$ cat src/rtl/core/mandelbrot_escape_time_macros.svh
// assertion macros for the mandelbrot escape-time core
// no dependencies; included by files that carry concurrent assertions
`ifndef MANDELBROT_ESCAPE_TIME_MACROS_SVH
`define MANDELBROT_ESCAPE_TIME_MACROS_SVH

// same-cycle implication, checked at every rising edge out of reset
`define MBE_ASSERT_IMP(label, clk, rst_n, ante, cons) \
	label: assert property (@(posedge clk) disable iff (!(rst_n)) (ante) |-> (cons)) \
		else $error("mandelbrot escape-time check failed");

// next-cycle implication
`define MBE_ASSERT_NEXT(label, clk, rst_n, ante, cons) \
	label: assert property (@(posedge clk) disable iff (!(rst_n)) (ante) |=> (cons)) \
		else $error("mandelbrot escape-time check failed");

`endif

$ cat src/rtl/core/mbe_pkg.sv
// shared types, constants and saturation helper for the escape-time core
// no dependencies
package mbe_pkg;

	localparam int Q_W       = 32;
	localparam int FRAC_W    = 28;
	localparam int CNT_W     = 16;
	localparam int MAX_WIDTH = 4096;
	localparam int COL_W     = 12;
	localparam int WIDE_W    = 48;
	localparam int PROD_W    = 2 * Q_W;
	localparam int IDX_W     = 2;

	typedef logic signed [Q_W-1:0]    q_t;
	typedef logic signed [WIDE_W-1:0] wide_t;
	typedef logic signed [PROD_W-1:0] prod_t;
	typedef logic [CNT_W-1:0]         count_t;
	typedef logic [COL_W-1:0]         col_t;
	typedef logic [IDX_W-1:0]         reg_idx_t;

	// register indexes on the write port
	localparam reg_idx_t REG_LEFT_EDGE      = 2'd0;
	localparam reg_idx_t REG_STEP_REAL      = 2'd1;
	localparam reg_idx_t REG_MAX_ITERATIONS = 2'd2;

	localparam q_t     LEFT_EDGE_RST = -32'sd536870912;
	localparam q_t     STEP_REAL_RST = 32'sd1048576;
	localparam count_t MAX_ITER_RST  = 16'd255;

	localparam col_t  COL_LIMIT  = COL_W'(MAX_WIDTH - 1);
	// 4.0 in the scale of x*x >> 28
	localparam wide_t BOUND_FOUR = 48'sd1 << 30;
	localparam wide_t Q_MAX_W    = 48'sd2147483647;
	localparam wide_t Q_MIN_W    = -48'sd2147483648;

	function automatic q_t sat_q(wide_t v);
		q_t r;
		if (v > Q_MAX_W) begin
			r = q_t'(Q_MAX_W);
		end else if (v < Q_MIN_W) begin
			r = q_t'(Q_MIN_W);
		end else begin
			r = q_t'(v);
		end
		return r;
	endfunction

endpackage

$ cat src/rtl/core/mandelbrot_escape_time.sv
// one shared 32x32 signed multiplier does col*step, then x*x, y*y, x*y in turn per iteration
// next item accepted in the cycle done is high
// done is a one-cycle strobe, the receiver cannot stall it
// arst_n clears the sequencer and loads register defaults (-2.0, 2^-8, 255)
// depends on mbe_pkg and mandelbrot_escape_time_macros.svh
`include "mandelbrot_escape_time_macros.svh"

module mandelbrot_escape_time (
	input  logic              clk,
	input  logic              arst_n,
	input  logic              write_enable,
	input  mbe_pkg::reg_idx_t write_index,
	input  mbe_pkg::q_t       write_data,
	input  logic              start,
	output logic              busy,
	input  mbe_pkg::col_t     column,
	input  mbe_pkg::q_t       imag_part,
	output logic              done,
	output mbe_pkg::count_t   iteration_count,
	output logic              reached_limit
);
	import mbe_pkg::*;

	localparam logic [2:0] S_IDLE  = 3'd0;
	localparam logic [2:0] S_CR    = 3'd1;
	localparam logic [2:0] S_CRADD = 3'd2;
	localparam logic [2:0] S_XX    = 3'd3;
	localparam logic [2:0] S_YY    = 3'd4;
	localparam logic [2:0] S_XY    = 3'd5;
	localparam logic [2:0] S_UPD   = 3'd6;

	logic [2:0] state_q;
	logic       done_q;
	count_t     count_q;

	q_t     left_edge_q;
	q_t     step_real_q;
	count_t max_iter_q;

	col_t   col_q;
	q_t     ci_q;
	q_t     cr_q;
	q_t     x_q;
	q_t     y_q;
	wide_t  xx_q;
	wide_t  yy_q;
	prod_t  prod_q;
	count_t result_cnt_q;
	logic   result_lim_q;

	q_t     mul_a;
	q_t     mul_b;
	prod_t  mul_p;
	prod_t  sh_frac;
	prod_t  sh_twice;
	wide_t  mag_sq;
	logic   escape;
	count_t count_inc;
	logic   finish;
	count_t final_cnt;

	// operand select for the shared multiplier
	always_comb begin
		unique case (state_q)
			S_CR: begin
				mul_a = q_t'({{(Q_W - COL_W){1'b0}}, col_q});
				mul_b = step_real_q;
			end
			S_XX: begin
				mul_a = x_q;
				mul_b = x_q;
			end
			S_YY: begin
				mul_a = y_q;
				mul_b = y_q;
			end
			default: begin
				mul_a = x_q;
				mul_b = y_q;
			end
		endcase
	end

	assign mul_p     = mul_a * mul_b;
	assign sh_frac   = prod_q >>> FRAC_W;
	assign sh_twice  = prod_q >>> (FRAC_W - 1);
	assign mag_sq    = xx_q + yy_q;
	assign escape    = (mag_sq >= BOUND_FOUR);
	assign count_inc = count_q + count_t'(1);

	always_comb begin
		finish    = 1'b0;
		final_cnt = count_q;
		if (state_q == S_CRADD && max_iter_q == '0) begin
			finish = 1'b1;
		end else if (state_q == S_UPD) begin
			if (escape) begin
				finish = 1'b1;
			end else if (count_inc == max_iter_q) begin
				finish    = 1'b1;
				final_cnt = count_inc;
			end
		end
	end

	// configuration registers
	always_ff @(posedge clk or negedge arst_n) begin
		if (!arst_n) begin
			left_edge_q <= LEFT_EDGE_RST;
			step_real_q <= STEP_REAL_RST;
			max_iter_q  <= MAX_ITER_RST;
		end else if (write_enable) begin
			unique case (write_index)
				REG_LEFT_EDGE:      left_edge_q <= write_data;
				REG_STEP_REAL:      step_real_q <= write_data;
				REG_MAX_ITERATIONS: max_iter_q  <= count_t'(write_data[CNT_W-1:0]);
				default: ;
			endcase
		end
	end

	// sequencer
	always_ff @(posedge clk or negedge arst_n) begin
		if (!arst_n) begin
			state_q <= S_IDLE;
			done_q  <= 1'b0;
			count_q <= '0;
		end else begin
			done_q <= finish;
			unique case (state_q)
				S_IDLE: begin
					if (start) begin
						state_q <= S_CR;
						count_q <= '0;
					end
				end
				S_CR:    state_q <= S_CRADD;
				S_CRADD: state_q <= finish ? S_IDLE : S_XX;
				S_XX:    state_q <= S_YY;
				S_YY:    state_q <= S_XY;
				S_XY:    state_q <= S_UPD;
				S_UPD: begin
					if (finish) begin
						state_q <= S_IDLE;
					end else begin
						state_q <= S_XX;
					end
					if (!escape) begin
						count_q <= count_inc;
					end
				end
				default: state_q <= S_IDLE;
			endcase
		end
	end

	// datapath
	always_ff @(posedge clk) begin
		prod_q <= mul_p;
		if (state_q == S_IDLE && start) begin
			col_q <= (column > COL_LIMIT) ? COL_LIMIT : column;
			ci_q  <= imag_part;
			x_q   <= '0;
			y_q   <= '0;
		end
		if (state_q == S_CRADD) begin
			cr_q <= sat_q(wide_t'(prod_q[WIDE_W-1:0]) + wide_t'(left_edge_q));
		end
		if (state_q == S_YY) begin
			xx_q <= wide_t'(sh_frac[WIDE_W-1:0]);
		end
		if (state_q == S_XY) begin
			yy_q <= wide_t'(sh_frac[WIDE_W-1:0]);
		end
		if (state_q == S_UPD && !escape) begin
			x_q <= sat_q(xx_q - yy_q + wide_t'(cr_q));
			y_q <= sat_q(wide_t'(sh_twice[WIDE_W-1:0]) + wide_t'(ci_q));
		end
		if (finish) begin
			result_cnt_q <= final_cnt;
			result_lim_q <= (final_cnt == max_iter_q);
		end
	end

	assign busy            = (state_q != S_IDLE);
	assign done            = done_q;
	assign iteration_count = result_cnt_q;
	assign reached_limit   = result_lim_q;

	`MBE_ASSERT_NEXT(a_start_busy, clk, arst_n, start && !busy, busy)
	`MBE_ASSERT_IMP(a_done_idle, clk, arst_n, done, !busy)
	`MBE_ASSERT_NEXT(a_done_strobe, clk, arst_n, done, !done)
	`MBE_ASSERT_IMP(a_fall_done, clk, arst_n, $fell(busy), done)

endmodule

$ cat config.mk
export PLATFORM = sky130hd
export DESIGN_NAME = mandelbrot_escape_time
export DESIGN_NICKNAME = d
export VERILOG_FILES = /design/src/rtl/core/mbe_pkg.sv /design/src/rtl/core/mandelbrot_escape_time.sv
export VERILOG_INCLUDE_DIRS = /design/src /design/src/rtl/core
export SDC_FILE = /design/constraint.sdc
export NUM_CORES = 2
export LEC_CHECK = 0
export ABC_AREA = 1
export BUFFER_PORTS_ARGS = -buffer_cell sky130_fd_sc_hd__buf_2
export CORE_ASPECT_RATIO = 0.9
export CORE_MARGIN = 2
export CORE_UTILIZATION = 30
export CTS_BUF_LIST = sky130_fd_sc_hd__clkbuf_4 sky130_fd_sc_hd__clkbuf_8
export DETAILED_ROUTE_END_ITERATION = 12
export HOLD_SLACK_MARGIN = 0.06
export SLEW_MARGIN = 20
export SYNTH_ARGS = -nofsm -noshare
export SYNTH_HDL_FRONTEND = slang
export SYNTH_SLANG_ARGS = --single-unit
$ cat constraint.sdc
create_clock -name clk -period 12.7 [get_ports clk]
set_input_delay 1.27 -clock clk [delete_from_list [all_inputs] [get_ports clk]]
set_output_delay 1.27 -clock clk [all_outputs]
set_load 0.02 [all_outputs]
### After elaboration in Yosys (flattened, before gate mapping)

Cells that the tools add are included.

| cells by class | value |
|---|---|
| multiply operators | 1 |
| add/subtract/negate cells | 6 |
| mux-type cells | 24 |
| $lt $le $gt $ge | 8 |
| eq/ne operators | 12 |
| reduce and logical (&&, ||, !) cells | 15 |

Operators by type and width:

| operator | number |
|---|---|
| 2-to-1 mux 32 bit | 8 |
| one-hot mux 32 bit (2 select lines) | 2 |
| 2-to-1 mux 16 bit | 6 |
| adder 37 x 32 -> 38 bit | 2 |
| greater-than comparator 38 x 32 -> 1 bit (second input constant) | 2 |
| less-than comparator 38 x 32 -> 1 bit (second input constant) | 2 |
| multiplier 32 x 32 -> 64 bit | 1 |
| adder 48 x 32 -> 48 bit | 1 |
| greater-than comparator 48 x 32 -> 1 bit (second input constant) | 1 |
| less-than comparator 48 x 32 -> 1 bit (second input constant) | 1 |
| adder 36 x 36 -> 37 bit | 1 |
| >= comparator 37 x 32 -> 1 bit (second input constant) | 1 |
| subtractor 36 x 36 -> 37 bit | 1 |
| equality test 16 bit | 2 |
| one-hot mux 16 bit (2 select lines) | 1 |
| one-hot mux 3 bit (6 select lines) | 1 |
| adder 16 x 1 -> 16 bit (second input constant) | 1 |
| logical NOT 16 bit | 1 |
| greater-than comparator 12 bit (second input constant) | 1 |
| equality test 3 bit (second input constant) | 3 |
| equality test 3 x 2 -> 1 bit (second input constant) | 2 |
| AND reduction 2 bit | 3 |
| 2-to-1 mux 1 bit | 4 |
| != test 2 bit (second input constant) | 2 |
| 13 further kinds | 16 |

| word-level totals | value |
|---|---|
| register bits after elaboration | 393 |
| word-level logic and storage cells | 82 |
| output and inout port bits | 19 |

### Depth between registers and ports, before layout

| logic depth | value |
|---|---|
| depth in word-level cells | 8 |
| depth in mapped cells | 42 |

### Least setup slack after synthesis

OpenSTA, ideal clock, no wires.

| timing path | value |
|---|---|
| path type | reg2reg |
| from | reg state_q[1] |
| to | reg prod_q[50] |
| stages on the path, launching flop included | 35 |
| setup slack | 3.428 ns |
| clock period less this slack | 9.272 ns |
| arrival | 9.153 ns |
| path buffers | 2 |
| required time | 12.581 ns |
| cell sequence | dfrtp_1 inv_1 nand2_1 nor2_1 clkbuf_1 a22oi_1 inv_1 clkbuf_1 nand2_1 fa_1 fa_1 fa_1 fa_1 inv_1 fa_1 inv_1 fa_1 inv_1 fa_1 inv_1 fa_1 inv_1 ha_1 nand2_1 nor2_1 nand2_1 nor3_1 nor2_1 o311ai_0 nand2_1 nand2_1 nand2_1 nand2_1 a21oi_1 xnor2_1 |

| on the way | value |
|---|---|
| word-level cells in the longest chain between the ends | 3 |
| elaborated cells on any way between the ends | 6 |
| those cells by class | 1 x mul; 3 x eq/ne; 2 x mux |

RTL lines:

| item | RTL line | RTL |
|---|---|---|
| start: declaration | mandelbrot_escape_time.sv:32 | `logic [2:0] state_q;` |
| start signal: assignment | mandelbrot_escape_time.sv:138 | `S_CRADD: state_q <= finish ? S_IDLE : S_XX;` |
| equality test 3 bit, or another cell as far along | mandelbrot_escape_time.sv:64 | `unique case (state_q)` |
| one-hot mux 32 bit (2 select lines) | mandelbrot_escape_time.sv:64 |  |
| multiplier 32 x 32 -> 64 bit (*) | mandelbrot_escape_time.sv:84 | `assign mul_p = mul_a * mul_b;` |
| named net mul_p[50] | mandelbrot_escape_time.sv:53 | `prod_t mul_p;` |
| end signal: assignment | mandelbrot_escape_time.sv:159 | `prod_q <= mul_p;` |
| end: declaration | mandelbrot_escape_time.sv:47 | `prod_t prod_q;` |

Mark *: on every way through the listed nets, which the timed path passes. The rest lies on a longest branch.
A chain may end at the register's enable or synchronous reset.

### Final worst setup path

| timing path | value |
|---|---|
| from | reg state_q[1] |
| to | reg prod_q[61] |

Same word-level chain as after synthesis.

==> metrics.yaml <==
status: "completed"
place_congestion: 1.00
fp.dieH_um: 431
layout-drive-gt1-share_pct: 5.26
cts_htree_levels: 3
row_count: 156
cp_data_arrival_time_ps: 12060
ant_nets: 0
cts_resized: 0
finalNonFillerCells: 10068
io_pins: 101
crit_path_max_incr_delay_ps: 930
crit_fanout: 31
grt_pass1_vias: 52092
crit_type: "register to register"
ys.flop_type: "edfxtp_1"
place_inst: 9929
grt_max_degree: 71
ys_seq_area_share_pct: 17.5
initial_core_util_pct: 30.3
synth-edff-count: 229
worst_slew_pin_slew_ps: 1180
synth_nets: 8827
synth-seq-cells: 393
finalCritPeriodShare_pct: 90.2
grt_usage_pct: 21.7
antenna_found_initial: 14
cp-start-kind: "register"
dp_hpwl_um: 185000
fmax_mhz: 87.3
drtPass1Iterations: 7
cp_data_required_time_ps: 13310
clock_path_buffers: 3
setup_violations: 0
cts_tree: "done"
clock-sinks: 393
finalSetupTns_ps: 0
nFillCells: 21161
areaGrowthSynthToFinish_pct: 8.83
drtIter0Drc: 4850
fin_crit_ps: 11450
clock_skew_ps: 73.5
rsz0062_at_grt: "no"
cts_buffers: 70
yosys_warnings: 0
synth.distinct_cells: 59
startpoint: "state_q[1]$_DFFE_PN0P_"
vias_per_cell: 4.99
netlist.area_leader.share_pct: 36.8
clkTransAtPathRegs_ps: 70
min_path_type: "input port to async pin"
drv_slew: 0
syn_inst: 7281
async_flop_share_pct: 25.4
vias: 50276
core_area_um2: 201000
cpMaxStageDelayCell: "clkinv_1"
cts-root-buf: "clkbuf_8"
end_kind: "register"
drcViolationCount: 0
dieArea_um2: 207000
die_width_um: 479
hold_viol_final: 0
clk_latency_ps: 720
maxSlewHeadroom_pct: 21.1
rr_startpoint: "state_q[1]$_DFFE_PN0P_"
synth_area_per_cell_um2: 8.36
nNetsFinal: 8861
cts_hold_buf: 0
postRouteWirelength_um: 225000
overflow: 0
synthTopCellsByArea: "fa_1 37%, edfxtp_1 11%, inv_1 9.7%"
cts_setup_buffers: 0
wl_per_cell_um: 22.3
yosys.area.top_type: "fa_1"
synthesis.area_um2: 60900
drv_cap: 0
grt_pass1_wl_um: 334000
port_buffers: 100
cpMostUsedCell: "inv_1"
[cell usage in the layout, fill, tap and decap left out, drive strengths merged, types with 23 or more instances in the layout]
cell and instances:
a21o 23, a21oi 331, a31oi 40, buf 189
clkbuf 105, clkinv 34, dfrtp 88, dfxtp 64
edfxtp 229, fa 1121, ha 343, inv 1593
nand2 1352, nand3 156, nand4 49, nor2 935
nor3 35, o21a 52, o21ai 291, xnor2 84
xor2 115
[flip-flops by register name (all words and copies together) (netlist names)]
register / flops
iteration_count: 16
left_edge_q: 32
step_real_q: 32
count_q: 16
done: 1
prod_q: 64
y_q: 32
max_iter_q: 16
state_q: 3
reached_limit: 1
xx_q: 36
x_q: 32
col_q: 12
yy_q: 36
ci_q: 32
cr_q: 32
[layer usage]
| layer | track usage [%] | wire length, um | share of wire [%] |
|---|---|---|---|
| met3 | 5.57 | 23100 | 10 |
| met4 | 7.33 | 8730 | 3.9 |
| met5 | 0 | 32 | 0.014 |
| met2 | 33.1 | 97500 | 43 |
| met1 | 30.0 | 95400 | 42 |
[final cells by class]
class,count,area (um2),share of cell area [%]
multi-input cells,5056,43500,65.6
flip-flops and latches,393,10700,16.1
inverters,1605,6020,9.09
well taps,2686,3360,5.07
clock buffers,105,1300,1.96
repair buffers,189,1170,1.77
clock inverters,25,254,0.383
diodes,9,22.5,0.0340
[synthesized netlist by cell type, types with 22 or more instances]
| cell type | instances |
|---|---|
| a31oi_1 | 40 |
| dfxtp_1 | 64 |
| o21a_1 | 52 |
| inv_1 | 1577 |
| xnor2_1 | 84 |
| a21o_1 | 23 |
| nor3_1 | 33 |
| edfxtp_1 | 229 |
| nand3_1 | 152 |
| nor2_1 | 933 |
| xor2_1 | 114 |
| clkbuf_1 | 190 |
| nand2_1 | 1348 |
| ha_1 | 343 |
| o21ai_0 | 284 |
| fa_1 | 1121 |
| buf_2 | 22 |
| dfrtp_1 | 88 |
| nand4_1 | 49 |
| a21oi_1 | 330 |
[path summary, 6_finish.rpt]
path	endpoint	slack (ps)	depth (start not counted)
setup / recovery	prod_q[61]$_DFF_P_	1250	33
hold / removal	left_edge_q[9]$_DFFE_PN0P_	490	1
setup reg to reg	prod_q[61]$_DFF_P_	1250	33
hold reg to reg	left_edge_q[25]$_DFFE_PN0P_	500	2
max in group asynchronous	left_edge_q[2]$_DFFE_PN0P_	10860	2
min in group clk	left_edge_q[25]$_DFFE_PN0P_	500	2
[critical path: cells and delay by family (launching register included)]
family | cells | cell delay [ps]
and+or+nand+nor | 7 | 1150
AOI/OAI and AO/OA | 5 | 1700
DFF | 1 | 390
adders and majority gates | 9 | 4770
xor gates and xnor gates | 1 | 160
buffers and inverters | 11 | 3190
[kinds of logic after synthesis]
family / after synthesis / share of synthesized area (%)
xor gates and xnor gates: 200 / 2.91
AOI/OAI and AO/OA: 833 / 7.68
adders and majority gates: 1464 / 43.9
buffers and inverters: 1832 / 11.4
and+or+nand+nor: 2559 / 16.6
DFF: 393 / 17.5
[through the flow]
step / util (%) / hold slack (ps) / instance area [um2] / worst slack [ps]
finish: 32.9 / 493 / 66300 / 1250
global route: 32.9 / 498 / 66300 / 515
CTS: 32.9 / 458 / 66200 / 1380
detailed placement: 32.1 / 479 / 64700 / 1410
global placement: 32.1 / 474 / 64700 / 1460
floorplan: - / 430 / 60900 / 3430
Power is not shown: default switching activity piles up to over one toggle a cycle in this logic, so the estimate is an artifact.
